**config.mk**
```make
export PLATFORM = sky130hd
export DESIGN_NAME = keyed_sine_tone_generator
export DESIGN_NICKNAME = d
export VERILOG_FILES = /design/src/rtl/kstg_pkg.sv /design/src/rtl/kstg_div.sv /design/src/rtl/keyed_sine_tone_generator.sv
export VERILOG_INCLUDE_DIRS = /design/src /design/src/rtl
export SDC_FILE = /design/constraint.sdc
export NUM_CORES = 1
export LEC_CHECK = 0
export BUFFER_PORTS_ARGS = -buffer_cell sky130_fd_sc_hd__buf_2
export CAP_MARGIN = 5
export CORE_MARGIN = 5
export CORE_UTILIZATION = 55
export DETAILED_ROUTE_END_ITERATION = 7
export MAX_ROUTING_LAYER = met4
export PLACE_DENSITY_LB_ADDON = 0.25
export SLEW_MARGIN = 20
export SYNTH_ARGS = -nofsm -noshare
export SYNTH_HDL_FRONTEND = slang
export SYNTH_SLANG_ARGS = --single-unit
export TNS_END_PERCENT = 30
```
**constraint.sdc**
```tcl
create_clock -name clk_i -period 3.2 [get_ports clk_i]
set_input_delay 0.64 -clock clk_i [delete_from_list [all_inputs] [get_ports clk_i]]
set_output_delay 0.64 -clock clk_i [all_outputs]
set_load 0.01 [all_outputs]
```
**src/rtl/keyed_sine_tone_generator_assert.svh**
```systemverilog
// Assertion macros shared by the tone generator RTL.
`ifndef KEYED_SINE_TONE_GENERATOR_ASSERT_SVH
`define KEYED_SINE_TONE_GENERATOR_ASSERT_SVH

// Check a property on every clock edge outside reset.
`define KSTG_ASSERT(lbl, prop, msg) \
  lbl: assert property (@(posedge clk_i) disable iff (!rst_ni) (prop)) else $error(msg);

// Check that a condition never holds outside reset.
`define KSTG_NEVER(lbl, cond, msg) \
  lbl: assert property (@(posedge clk_i) disable iff (!rst_ni) !(cond)) else $error(msg);

`endif

```
**src/rtl/kstg_pkg.sv**
```systemverilog
// Types, constants and tables for the keyed sine tone generator.
package kstg_pkg;

  localparam int TABLE_DEPTH = 64;
  localparam int KEY_COUNT   = 7;
  localparam int CLK_W       = 27;
  localparam int KEY_W       = KEY_COUNT;
  localparam int DAC_W       = 6;
  localparam int PHASE_W     = 6;
  localparam int PERIOD_W    = 12;
  localparam int DIVISOR_W   = 16;
  localparam int NOTE_W      = 3;

  localparam logic [CLK_W-1:0]    CLOCK_HZ_RESET = 27'd16000000;
  localparam logic [PERIOD_W-1:0] PERIOD_MAX     = 12'hFFF;
  localparam logic [PERIOD_W-1:0] PERIOD_MIN     = 12'd1;

  // Sequencer states
  typedef enum logic [1:0] {
    ST_IDLE,
    ST_DIV,
    ST_LOAD
  } kstg_state_e;

  // Divisor per note: table depth times the note frequency
  localparam logic [DIVISOR_W-1:0] NOTE_DIVISOR [KEY_COUNT] = '{
    16'(TABLE_DEPTH * 523), 16'(TABLE_DEPTH * 587), 16'(TABLE_DEPTH * 659),
    16'(TABLE_DEPTH * 698), 16'(TABLE_DEPTH * 784), 16'(TABLE_DEPTH * 880),
    16'(TABLE_DEPTH * 988)
  };

  // One period of a sine, offset to unsigned six-bit samples
  localparam logic [DAC_W-1:0] SINE_ROM [TABLE_DEPTH] = '{
    6'd32, 6'd35, 6'd38, 6'd41, 6'd44, 6'd47, 6'd49, 6'd52,
    6'd54, 6'd56, 6'd58, 6'd59, 6'd61, 6'd62, 6'd62, 6'd63,
    6'd63, 6'd63, 6'd62, 6'd62, 6'd61, 6'd59, 6'd58, 6'd56,
    6'd54, 6'd52, 6'd49, 6'd47, 6'd44, 6'd41, 6'd38, 6'd35,
    6'd32, 6'd29, 6'd26, 6'd23, 6'd20, 6'd17, 6'd15, 6'd12,
    6'd10, 6'd8,  6'd6,  6'd5,  6'd3,  6'd2,  6'd2,  6'd1,
    6'd1,  6'd1,  6'd2,  6'd2,  6'd3,  6'd5,  6'd6,  6'd8,
    6'd10, 6'd12, 6'd15, 6'd17, 6'd20, 6'd23, 6'd26, 6'd29
  };

  // Lowest pressed key picks the note; the top key is the fallback
  function automatic logic [NOTE_W-1:0] key_to_note(input logic [KEY_W-1:0] keys);
    logic [NOTE_W-1:0] idx;
    idx = NOTE_W'(KEY_COUNT - 1);
    for (int i = KEY_COUNT - 2; i >= 0; i--) begin
      if (keys[i]) begin
        idx = NOTE_W'(i);
      end
    end
    return idx;
  endfunction

endpackage

```
**src/rtl/kstg_div.sv**
```systemverilog
// Iterative restoring divider, one quotient bit per cycle.
module kstg_div (
  input  logic                            clk_i,
  input  logic                            rst_ni,
  input  logic                            start_i,
  input  logic [kstg_pkg::CLK_W-1:0]      dividend_i,
  input  logic [kstg_pkg::DIVISOR_W-1:0]  divisor_i,
  output logic                            done_o,
  output logic [kstg_pkg::CLK_W-1:0]      quot_o
);
  import kstg_pkg::*;

  localparam int CNT_W = $clog2(CLK_W);
  localparam logic [CNT_W-1:0] CNT_LAST = CNT_W'(CLK_W - 1);

  logic                 busy_q, busy_d;
  logic                 done_q, done_d;
  logic [CNT_W-1:0]     cnt_q, cnt_d;
  logic [DIVISOR_W-1:0] div_q, div_d;
  logic [DIVISOR_W-1:0] rem_q, rem_d;
  logic [CLK_W-1:0]     quot_q, quot_d;
  logic [DIVISOR_W:0]   trial;
  logic                 fits;

  // Shift in the next dividend bit and try a subtraction
  assign trial = {rem_q, quot_q[CLK_W-1]};
  assign fits  = trial >= {1'b0, div_q};

  always_comb begin
    busy_d = busy_q;
    done_d = 1'b0;
    cnt_d  = cnt_q;
    div_d  = div_q;
    rem_d  = rem_q;
    quot_d = quot_q;
    if (start_i) begin
      busy_d = 1'b1;
      cnt_d  = '0;
      div_d  = divisor_i;
      rem_d  = '0;
      quot_d = dividend_i;
    end else if (busy_q) begin
      rem_d  = fits ? DIVISOR_W'(trial - {1'b0, div_q}) : trial[DIVISOR_W-1:0];
      quot_d = {quot_q[CLK_W-2:0], fits};
      cnt_d  = cnt_q + CNT_W'(1);
      if (cnt_q == CNT_LAST) begin
        busy_d = 1'b0;
        done_d = 1'b1;
      end
    end
  end

  // Hold control under reset, datapath free-running
  always_ff @(posedge clk_i or negedge rst_ni) begin
    if (!rst_ni) begin
      busy_q <= 1'b0;
      done_q <= 1'b0;
      cnt_q  <= '0;
    end else begin
      busy_q <= busy_d;
      done_q <= done_d;
      cnt_q  <= cnt_d;
    end
  end

  always_ff @(posedge clk_i) begin
    div_q  <= div_d;
    rem_q  <= rem_d;
    quot_q <= quot_d;
  end

  assign done_o = done_q;
  assign quot_o = quot_q;

`include "keyed_sine_tone_generator_assert.svh"

  `KSTG_ASSERT(div_start_idle, start_i |-> !busy_q, "divider started while busy")
  `KSTG_ASSERT(div_done_pulse, done_q |=> !done_q, "divider done held for two cycles")
  `KSTG_NEVER(div_done_busy, done_q && busy_q, "divider done while still busy")

endmodule

```
**src/rtl/keyed_sine_tone_generator.sv**
```systemverilog
// Top level of the keyed sine tone generator.
//
// Each input item is one system tick carrying the seven key bits (keys_i).
// An item is taken when in_valid_i is high and in_stall_o is low; each item
// gives exactly one result item on dac_level_o, playing_o, sample_strobe_o,
// shown by out_valid_o and taken when out_stall_i is low.
// A tick that is not a key press goes straight to the output register: its
// result stands there on the next cycle and a new item is taken in the same
// cycle, so such ticks run at one per clock while the receiver does not stall.
// A key press while no note is held runs the note period division through
// the restoring divider, one quotient bit per cycle for all 27 quotient bits;
// ST_DIV then takes the clamped quotient as the period and ST_LOAD loads the
// result once the output slot frees, with in_stall_o high throughout.
// cfg_we_i writes cfg_wdata_i to the clock frequency register; the value is
// used at the next key press.
// While the receiver stalls, the output register holds its item and
// in_stall_o stays high until the slot frees.
// Reset (rst_ni low, asynchronous) drops the note, clears period, counter,
// phase and the held DAC level, and sets the clock frequency to 16 MHz.
module keyed_sine_tone_generator (
  input  logic                        clk_i,
  input  logic                        rst_ni,
  input  logic                        cfg_we_i,
  input  logic [kstg_pkg::CLK_W-1:0]  cfg_wdata_i,
  input  logic                        in_valid_i,
  output logic                        in_stall_o,
  input  logic [kstg_pkg::KEY_W-1:0]  keys_i,
  output logic                        out_valid_o,
  input  logic                        out_stall_i,
  output logic [kstg_pkg::DAC_W-1:0]  dac_level_o,
  output logic                        playing_o,
  output logic                        sample_strobe_o
);
  import kstg_pkg::*;

  kstg_state_e         state_q, state_d;
  logic [CLK_W-1:0]    clock_hz_q;
  logic                note_latched_q, note_latched_d;
  logic [PERIOD_W-1:0] period_q, period_d;
  logic [PERIOD_W-1:0] tick_count_q, tick_count_d;
  logic [PERIOD_W-1:0] tick_next;
  logic [PHASE_W-1:0]  phase_q, phase_d;
  logic [DAC_W-1:0]    dac_hold_q, dac_hold_d;
  logic                out_valid_q, out_valid_d;
  logic [DAC_W-1:0]    out_dac_q, out_dac_d;
  logic                out_play_q, out_play_d;
  logic                out_strobe_q, out_strobe_d;
  logic                out_load;
  logic                slot_free;
  logic                accept;
  logic                press;
  logic                div_start;
  logic                div_done;
  logic [CLK_W-1:0]    div_quot;
  logic [PERIOD_W-1:0] period_sat;

  assign slot_free  = !out_valid_q || !out_stall_i;
  assign in_stall_o = !((state_q == ST_IDLE) && slot_free);
  assign accept     = in_valid_i && !in_stall_o;
  assign press      = !note_latched_q && (keys_i != '0);
  assign tick_next  = tick_count_q + PERIOD_W'(1);

  // Clamp the quotient into the period range
  always_comb begin
    if (div_quot[CLK_W-1:PERIOD_W] != '0) begin
      period_sat = PERIOD_MAX;
    end else if (div_quot[PERIOD_W-1:0] == '0) begin
      period_sat = PERIOD_MIN;
    end else begin
      period_sat = div_quot[PERIOD_W-1:0];
    end
  end

  kstg_div u_div (
    .clk_i      (clk_i),
    .rst_ni     (rst_ni),
    .start_i    (div_start),
    .dividend_i (clock_hz_q),
    .divisor_i  (NOTE_DIVISOR[key_to_note(keys_i)]),
    .done_o     (div_done),
    .quot_o     (div_quot)
  );

  // Sequence ticks, presses and result loads
  always_comb begin
    state_d        = state_q;
    note_latched_d = note_latched_q;
    period_d       = period_q;
    tick_count_d   = tick_count_q;
    phase_d        = phase_q;
    dac_hold_d     = dac_hold_q;
    div_start      = 1'b0;
    out_load       = 1'b0;
    out_strobe_d   = 1'b0;
    case (state_q)
      ST_IDLE: begin
        if (accept) begin
          if (press) begin
            div_start      = 1'b1;
            tick_count_d   = '0;
            note_latched_d = 1'b1;
            state_d        = ST_DIV;
          end else begin
            out_load = 1'b1;
            if (note_latched_q && (keys_i == '0)) begin
              note_latched_d = 1'b0;
            end else if (note_latched_q) begin
              if (tick_next >= period_q) begin
                tick_count_d = '0;
                phase_d      = phase_q + PHASE_W'(1);
                dac_hold_d   = SINE_ROM[phase_d];
                out_strobe_d = 1'b1;
              end else begin
                tick_count_d = tick_next;
              end
            end
          end
        end
      end
      ST_DIV: begin
        if (div_done) begin
          period_d = period_sat;
          state_d  = ST_LOAD;
        end
      end
      ST_LOAD: begin
        if (slot_free) begin
          out_load = 1'b1;
          state_d  = ST_IDLE;
        end
      end
      default: begin
        state_d = ST_IDLE;
      end
    endcase
    out_dac_d   = dac_hold_d;
    out_play_d  = note_latched_d;
    out_valid_d = out_load ? 1'b1 : (out_valid_q && out_stall_i);
  end

  // State, configuration and control registers
  always_ff @(posedge clk_i or negedge rst_ni) begin
    if (!rst_ni) begin
      state_q        <= ST_IDLE;
      clock_hz_q     <= CLOCK_HZ_RESET;
      note_latched_q <= 1'b0;
      period_q       <= '0;
      tick_count_q   <= '0;
      phase_q        <= '0;
      dac_hold_q     <= '0;
      out_valid_q    <= 1'b0;
    end else begin
      state_q        <= state_d;
      note_latched_q <= note_latched_d;
      period_q       <= period_d;
      tick_count_q   <= tick_count_d;
      phase_q        <= phase_d;
      dac_hold_q     <= dac_hold_d;
      out_valid_q    <= out_valid_d;
      if (cfg_we_i) begin
        clock_hz_q <= cfg_wdata_i;
      end
    end
  end

  // Output item register, loaded only when the slot frees
  always_ff @(posedge clk_i) begin
    if (out_load) begin
      out_dac_q    <= out_dac_d;
      out_play_q   <= out_play_d;
      out_strobe_q <= out_strobe_d;
    end
  end

  assign out_valid_o     = out_valid_q;
  assign dac_level_o     = out_dac_q;
  assign playing_o       = out_play_q;
  assign sample_strobe_o = out_strobe_q;

`include "keyed_sine_tone_generator_assert.svh"

  `KSTG_ASSERT(press_starts_div, (accept && press) |=> (state_q == ST_DIV),
               "key press did not start the period division")
  `KSTG_ASSERT(period_nonzero, (note_latched_q && (state_q == ST_IDLE)) |-> (period_q != '0),
               "note held with a zero period")
  `KSTG_ASSERT(count_below_period,
               (note_latched_q && (state_q == ST_IDLE)) |-> (tick_count_q < period_q),
               "tick counter reached the period")
  `KSTG_NEVER(strobe_when_silent, out_valid_q && out_strobe_q && !out_play_q,
              "sample strobe without a note playing")

endmodule
```
==> results of run 1 <==
path summary, 6_finish.rpt:
path | cells past startpoint | to | slack (ns) | start
max | 11 | dac_level_o[3] | 0.10 | tick_count_q[1]
min | 1 | dac_hold_q[5] | 0.37 | rst_ni
max reg2reg | 11 | dac_level_o[3] | 0.10 | tick_count_q[1]
min reg2reg | 1 | state_q[0] | 0.48 | u_div.done_o
max in group asynchronous | 1 | tick_count_q[2] | 2.17 | rst_ni
min in group clk_i | 2 | clock_hz_q[17] | 0.45 | cfg_wdata_i[17]
where the power goes:
group	internal, mW	switching (mW)
Sequential	2.46	0.463
Combinational	1.48	2.01
Clock	1.41	0.717
Total	5.36	3.19
through the flow:
stage                     hold WS (ns)  instance area (um2)  TNS, ns
after floorplan                  0.344                 7180        0
after global placement           0.441                 7690        0
after detailed placement         0.476                 7690   -0.200
after CTS                        0.400                 8360        0
after global routing             0.447                 8420  -0.0896
final                            0.371                 8420        0
timing repair:
action                                  CTS  global route
resized for setup                         1             6
pin swaps                                 1             6
setup buffers                             1             6
endpoints found under the setup margin    5            10
cells by family (layout without fill, tap and decap cells):
kind of cell    after synthesis  after routing  synth area share, %
xor+xnor                     32             32                 4.02
flops                       134            134                 48.9
fa+ha+maj                    39             39                 6.92
simple gates                243            243                 15.6
compound gates              136            136                 13.3
buf+inv                      77            155                 4.23
mux                          43             43                 7.02
placed cells by master (no fill, tap or decap), types with 17 or more instances in the layout:
cell type	Yosys	layout
buf_2	4	47
buf_4	0	30
nand2_1	105	105
xnor2_1	20	20
nor2_1	48	45
mux2_2	28	28
clkbuf_16	0	17
inv_1	44	44
ha_1	38	37
o21ai_0	31	31
nor3_1	18	18
a21oi_1	24	24
dfrtp_1	67	66
edfxtp_1	44	44
layout make-up:
type                    count  share of cell area [%]
clock buffers              22                    5.87
multi-input cells         493                    40.3
inverters                  45                    2.01
clock inverters            10                    1.96
flip-flops and latches    134                    41.6
repair buffers             78                    5.70
well taps                 172                    2.56
per-layer routing:
| metal | vias to the layer above | track usage, % | share of wire (%) |
|---|---|---|---|
| met5 | - | - | 0 |
| met2 | 167 | 34.5 | 48 |
| met4 | 0 | 7.12 | 1.5 |
| met3 | 20 | 4.68 | 4.9 |
| li1 | 2661 | - | - |
| met1 | 2691 | 28.1 | 45 |
sequential cells by signal, indices dropped and copies added, names as in the netlist, 2 cells and up:
register      count
clock_hz_q       27
u_div.quot_o     27
u_div.rem_q      16
period_q         12
tick_count_q     12
u_div.div_q       9
dac_hold_q        6
dac_level_o       6
phase_q           6
u_div.cnt_q       5
state_q           2
==> out/metrics.yaml, run 1 <==
yosys.area.top_type: "dfrtp_1"
ios: 49
synth_common_cells: "105 x nand2_1, 67 x dfrtp_1, 48 x nor2_1"
seqCellArea_um2: 3500
async_reset_ff_share_pct: 55.2
overflow: 0
io_buffer_count: 48
fin_nets: 847
cts.path.max_buffers: 2
ys_top_cells_by_area: "dfrtp_1 23%, edfxtp_1 18%, ha_1 6.6%, nand2_1 5.5%, dfxtp_1 4.5%"
path_buf_inv: 0
die_area_um2: 15400
avgRoutedWirePerCell_um: 16.3
tightestPinTransition_ns: 0.934
dp.cells: 915
grt_pass1_wl_um: 25700
syn_area_per_cell_um2: 10.2
synth_fp_nets: 782
fmax_mhz: 323
dieWidth_um: 124
root_buffer: "clkbuf_16"
clk_pin_slew_ns: 0.06
multi_input_area_um2: 3390
cts_hold_buf: 0
cts_max_level: 4
maxCapViolCount: 0
p_total_mw: 8.55
critical_path.max_fanout: 7
drv_slew: 0
synth_warnings: 0
drt_first_pass_iters: 5
end_kind: "flop"
rows: 41
synth.ff_latch_count: 134
ir_drop_mv: 0.571
startpoint_type: "flop"
final.fill_count: 975
antenna_found_initial: 0
ys_types: 70
status: "complete, no violations"
setup-violations-final: 0
cp_slowest_stage_delay_ns: 0.43
grt_max_degree: 75
antenna_cells: 0
drc: 0
hold_path_class: "in -> async"
grt_pass1_vias: 5422
first_iter_violations: 499
drt-total-wl_um: 15600
synth_most_common_cell: "nand2_1"
slowest_stage: "dfrtp_1"
yosysSeqAreaShare_pct: 48.9
drive_gt1_share_pct: 21.0
clk_latency_ns: 0.41
slew_headroom_pct: 37.7
synth_top_area_share_pct: 23.4
finalClockSkew_ns: 0.00553
finalNonFillerCells: 954
critical_path.top_delay_family: "simple AND/OR/NAND/NOR gates"
grtUsageTotal_pct: 21.7
hpwl_um: 10700
arrival_ns: 3.26
final_antenna_net_count: 0
clock_sinks: 134
vias: 5539
cellPowerDensity_nw_per_um2: 1020
path_cells: "ha_4 -> nand3_2 -> or2_4 -> nor2_2 -> xor2_1 -> ha_1 -> a211oi_2 -> o211ai_1 -> a211o_1 -> and4b_4 -> mux2_4"
syn-cell-area_um2: 7160
place_ws_ns: -0.0429
synth_top_flop_cell: "dfrtp_1"
fin_crit_sh_pct: 96.8
syn_to_final_growth_pct: 17.6
worst_slack_ns: 0.103
p_leak_nw: 3.76
fin_util_pct: 66.5
core_um2: 12700
cts_buffers: 17
synth_edf_count: 44
viasPerCell: 5.81
required_ns: 3.36
finalHoldViolations: 0
start_util_pct: 56.5
crit_type: "reg -> reg"
syn_inst: 704
fin_crit_ns: 3.10
place_congestion: 0.890
cts_tree: "yes"
die_y_um: 124
No activity file was read; power rests on OpenSTA's default activity.
==> inputs of run 2 (changes only) <==
- REMOVE_ABC_BUFFERS: default -> 1
==> out/metrics.yaml, run 2 (synthesized netlist as in run 1, its figures left out) <==
clock_sinks: 134  # unchanged
cts.path.max_buffers: 2  # unchanged
first_iter_violations: 452  # -9.4%
place_congestion: 0.959  # +7.8%
antenna_cells: 0  # unchanged
final_antenna_net_count: 0  # unchanged
dieWidth_um: 124  # unchanged
status: "complete, no violations"
vias: 5462  # -1.4%
core_um2: 12700  # unchanged
drc: 0  # unchanged
cp_slowest_stage_delay_ns: 0.36  # -0.07 ns
startpoint_type: "flop"
arrival_ns: 3.23  # -0.03 ns
crit_type: "reg -> reg"
end_kind: "flop"
drive_gt1_share_pct: 20.5  # -0.46 points
grt_pass1_wl_um: 25500  # -0.89%
finalClockSkew_ns: 0.00716  # +0.00163 ns
r2r_start: "tick_count_q[0]"
syn_to_final_growth_pct: 16.0
fin_nets: 845  # -0.24%
root_buffer: "clkbuf_16"
tightestPinTransition_ns: 0.952  # +0.0172 ns
drt_first_pass_iters: 6  # +1
clk_pin_slew_ns: 0.06  # about the same
mostFrequentLayoutCell: "nand2_1"
overflow: 0  # unchanged
p_total_mw: 8.27  # -3.3%
slowest_stage: "dfrtp_1"
final.fill_count: 1010  # +3.6%
placedInstanceArea_um2: 7680  # -0.13%
cts_tree: "yes"
critical_path.max_fanout: 7  # unchanged
slew_headroom_pct: 36.6  # -1.1 points
viasPerCell: 5.74  # -1.2%
setup-violations-final: 0  # unchanged
path_cells: "ha_2 -> nand3_2 -> or2_4 -> nor2_2 -> xor2_1 -> ha_1 -> a211oi_2 -> o211ai_1 -> a211o_1 -> and4b_4 -> mux2_4"
hold_path_class: "in -> async"
drt-total-wl_um: 15000  # -4.1%
hpwl_um: 10500  # -2.2%
r2r_setup_slack_ns: 0.14  # +0.03 ns
ir_drop_mv: 0.530  # -7.2%
fin_setup_tns_ns: 0  # unchanged
fin_crit_sh_pct: 95.7  # -1.1 points
finalHoldViolations: 0  # unchanged
io_buffer_count: 48  # unchanged
fmax_mhz: 327  # +1.1%
cts_max_level: 4  # unchanged
p_leak_nw: 3.71  # -1.2%
ios: 49  # unchanged
grt_pass1_vias: 5476  # +1.0%
grt_max_degree: 75  # unchanged
fin_util_pct: 65.6  # -0.91 points
clk_latency_ns: 0.42  # about the same
cellPowerDensity_nw_per_um2: 995  # -1.9%
required_ns: 3.37  # about the same
avgRoutedWirePerCell_um: 15.7  # -3.9%
startpoint: "tick_count_q[0]"
cts_hold_buf: 0  # unchanged
die_area_um2: 15400  # unchanged
die_y_um: 124  # unchanged
antenna_found_initial: 0  # unchanged
maxCapViolCount: 0  # unchanged
grtUsageTotal_pct: 21.5  # -0.26 points
design_area_um2: 8310  # -1.4%
fin_crit_ns: 3.06  # -0.0343 ns
final_cell_mix: "105 x nand2_1, 67 x dfrtp_1, 47 x nor2_1, 47 x buf_2"
drv_slew: 0  # unchanged
start_util_pct: 56.5  # unchanged
rows: 41  # unchanged
cts_buffers: 17  # unchanged
-- run 2: metrics by stage --
step                      setup slack (ns)  hold slack, ns  std cells
final                                0.137           0.368        952
after global routing              -0.00518           0.432        952
after CTS                           0.0212           0.396        951
after detailed placement           -0.0333           0.476        918
after global placement              0.0610           0.444        918
after floorplan                      -1.05           0.344        672
-- run 2: worst paths after layout --
check / end / depth (start not counted)
hold reg to reg: state_q[0] / 1
setup / recovery: dac_level_o[2] / 11
max in group asynchronous: u_div.busy_q / 1
hold / removal: dac_hold_q[5] / 1
min in group clk_i: clock_hz_q[7] / 2
setup reg to reg: dac_level_o[2] / 11
-- run 2: critical path, delay by kind of cell (launching register included) --
family | cells | cell delay, ns
simple gates | 4 | 0.72
compound gates | 3 | 0.68
fa+ha+maj | 2 | 0.50
flops | 1 | 0.36
mux | 1 | 0.32
xor+xnor | 1 | 0.24
-- run 2: metal layers --
layer	share of wire (%)	global-route usage, %
met1	45	27.7
met2	49	34.0
met3	4.1	3.95
met4	1.4	8.21
met5	0	-
-- run 2: timing repair --
action	CTS	global route
endpoints found under the setup margin	5	22
pin swaps	1	5
gates resized for setup	2	5
buffers inserted	1	1
cloned	0	0
-- run 2: power breakdown --
part           total [mW]  switching, mW  internal (mW)
registers            2.89          0.428           2.46
clock network        1.92          0.813           1.10
logic                3.46           1.99           1.47
total                8.27           3.23           5.04
-- run 2: area by class of cell --
cell class,instances,area (um2),share of cell area [%]
clock buffer,17,425,5.12
clock inverter,15,161,1.94
inverter,45,169,2.03
multi-input combinational,493,3380,40.7
sequential,134,3500,42.2
tap,172,215,2.59
timing repair buffer,76,453,5.45
==> inputs of run 3 (changes only) <==
- CORE_UTILIZATION: 55 -> 61
- clock period: 3.2 -> 3.5 ns (I/O delays scaled with it)
==> out/metrics.yaml, run 3 (synthesized netlist as in run 1, its figures left out) <==
fin_crit_sh_pct: 94.6  # -1.1 points
rows: 39  # -4.9%
drc: 0  # unchanged
status: "complete, no violations"
drive_gt1_share_pct: 18.9  # -1.6 points
ios: 49  # unchanged
finalHoldViolations: 0  # unchanged
critical_path.top_delay_family: "simple AND/OR/NAND/NOR gates"
r2r_start: "tick_count_q[1]"
rsz0062_at_grt: "false"
p_total_mw: 7.48  # -9.5%
die_y_um: 118  # -4.6%
reg2reg_to: "dac_level_o[0]"
antenna_found_initial: 0  # unchanged
first_iter_violations: 653  # +44%
drt_first_pass_iters: 5  # -1
clk_pin_slew_ns: 0.06  # about the same
crit_type: "reg -> reg"
r2r_cells: 11  # unchanged
core_um2: 11500  # -9.5%
antenna_cells: 0  # unchanged
ir_drop_mv: 0.653  # +23%
root_buffer: "clkbuf_16"
top_usage_layer: "met2"
cellPowerDensity_nw_per_um2: 914  # -8.2%
overflow: 0  # unchanged
finalNonFillerCells: 916  # -3.8%
dp.cells: 883  # -3.8%
grt.met2_usage_pct: 36.6  # +2.6 points
dieWidth_um: 118  # -4.6%
die_area_um2: 14000  # -9.1%
cts_max_level: 4  # unchanged
drv_slew: 0  # unchanged
setup-violations-final: 0  # unchanged
path_buf_inv: 0  # unchanged
slew_headroom_pct: 50.6  # +14 points
cts_tree: "yes"
drt-total-wl_um: 15300  # +2.4%
end_kind: "flop"
grt_max_degree: 75  # unchanged
final_cell_mix: "105 x nand2_1, 67 x dfrtp_1, 48 x nor2_1, 48 x buf_2"
fin_nets: 838  # -0.83%
critical_path.max_fanout: 7  # unchanged
whs_ns: 0.317  # -0.0513 ns
path_cells: "ha_1 -> nand3_1 -> or2_2 -> nor2_1 -> xor2_1 -> ha_1 -> a211oi_2 -> o211ai_1 -> a211o_1 -> and4b_4 -> mux2_4"
arrival_ns: 3.47  # +0.24 ns
grt_pass1_wl_um: 26100  # +2.5%
hpwl_um: 10700  # +1.8%
mostFrequentLayoutCell: "nand2_1"
required_ns: 3.66  # +0.29 ns
startpoint_type: "flop"
cp_slowest_stage_delay_ns: 0.38  # +0.02 ns
placedInstanceArea_um2: 7610  # -0.93%
use_met3_pct: 5.21  # +1.3 points
avgRoutedWirePerCell_um: 16.7  # +6.5%
tightestPinTransition_ns: 0.736  # -0.216 ns
clock_sinks: 134  # unchanged
final_antenna_net_count: 0  # unchanged
p_leak_nw: 3.67  # -1.2%
viasPerCell: 6.00  # +4.5%
hold_path_class: "in -> async"
r2r_setup_slack_ns: 0.19  # +0.05 ns
clk_latency_ns: 0.41  # about the same
grtUsageTotal_pct: 23.3  # +1.8 points
slowest_stage: "dfrtp_1"
vias: 5494  # +0.59%
io_buffer_count: 48  # unchanged
grt_util_met1_pct: 30.8  # +3.1 points
maxCapViolCount: 0  # unchanged
grt_pass1_vias: 5416  # -1.1%
design_area_um2: 8190  # -1.4%
fin_crit_ns: 3.31  # +0.248 ns
finalClockSkew_ns: 0.0101  # +0.00292 ns
fmax_mhz: 302  # -7.5%
cts_buffers: 17  # unchanged
crit_path_frequent_cell: "ha_1"
syn_to_final_growth_pct: 14.4
place_congestion: 0.903  # -5.8%
cts.path.max_buffers: 2  # unchanged
start_util_pct: 62.5  # +5.9 points
-- run 3: cell types whose count changed in the layout (fill, tap and decap cells not counted), sizes merged --
cell and change:
buf -7, clkbuf +5, clkinvlp +1, inv -6
-- run 3: layout make-up --
type	instances	area, um2
Inverter	45	169
Multi-Input combinational cell	493	3360
Fill cell	819	3280
Timing Repair Buffer	69	410
Sequential cell	134	3500
Clock buffer	22	475
Clock inverter	10	93.8
Tap cell	143	179
-- run 3: repair_timing --
| item | 4_1_cts | 5_1_grt |
|---|---|---|
| buffers inserted | 0 | 1 |
| setup endpoints to repair | 0 | 10 |
| hold buffers | 0 | 0 |
| gates resized for setup | 0 | 2 |
-- run 3: layer usage --
| layer | vias to the layer above | wire (um) | part of all wire [%] |
|---|---|---|---|
| met2 | 142 | 7620 | 50 |
| met4 | 0 | 114 | 0.74 |
| li1 | 2648 | - | - |
| met3 | 18 | 684 | 4.5 |
| met1 | 2686 | 6900 | 45 |
| met5 | - | 0 | 0 |
-- run 3: worst register-to-register path, cell delays in order (launching register included) --
cell	delay (ns)
dfrtp_1	0.38
ha_1	0.23
nand3_1	0.14
or2_2	0.37
nor2_1	0.15
xor2_1	0.21
ha_1	0.29
a211oi_2	0.24
o211ai_1	0.16
a211o_1	0.31
and4b_4	0.24
mux2_4	0.32
-- run 3: through the flow --
step | utilization [%] | worst slack [ns] | setup TNS [ns]
after floorplan | - | -0.814 | -23.12
after global placement | 66.4 | 0.206 | 0
after detailed placement | 66.4 | 0.0323 | 0
after CTS | 71.3 | 0.0340 | 0
after global routing | 71.4 | 0.0126 | 0
final | 71.4 | 0.189 | 0
-- run 3: worst max path at each step --
stage                    start  depth (start not counted)             end
5_1_grt        tick_count_q[1]                         11  dac_level_o[4]
3_3_place_gp   tick_count_q[0]                         11  dac_level_o[3]
3_5_place_dp   tick_count_q[0]                         11  dac_level_o[0]
2_1_floorplan        keys_i[0]                         10  u_div.rem_q[6]
4_1_cts        tick_count_q[0]                         11  dac_level_o[4]
6_report       tick_count_q[1]                         11  dac_level_o[0]
-- run 3: where the power goes --
part	total [mW]	switching [mW]	internal (mW)	leakage (nW)
registers	2.67	0.414	2.25	1.48
clock network	1.70	0.660	1.04	0.272
logic	3.12	1.80	1.32	1.92
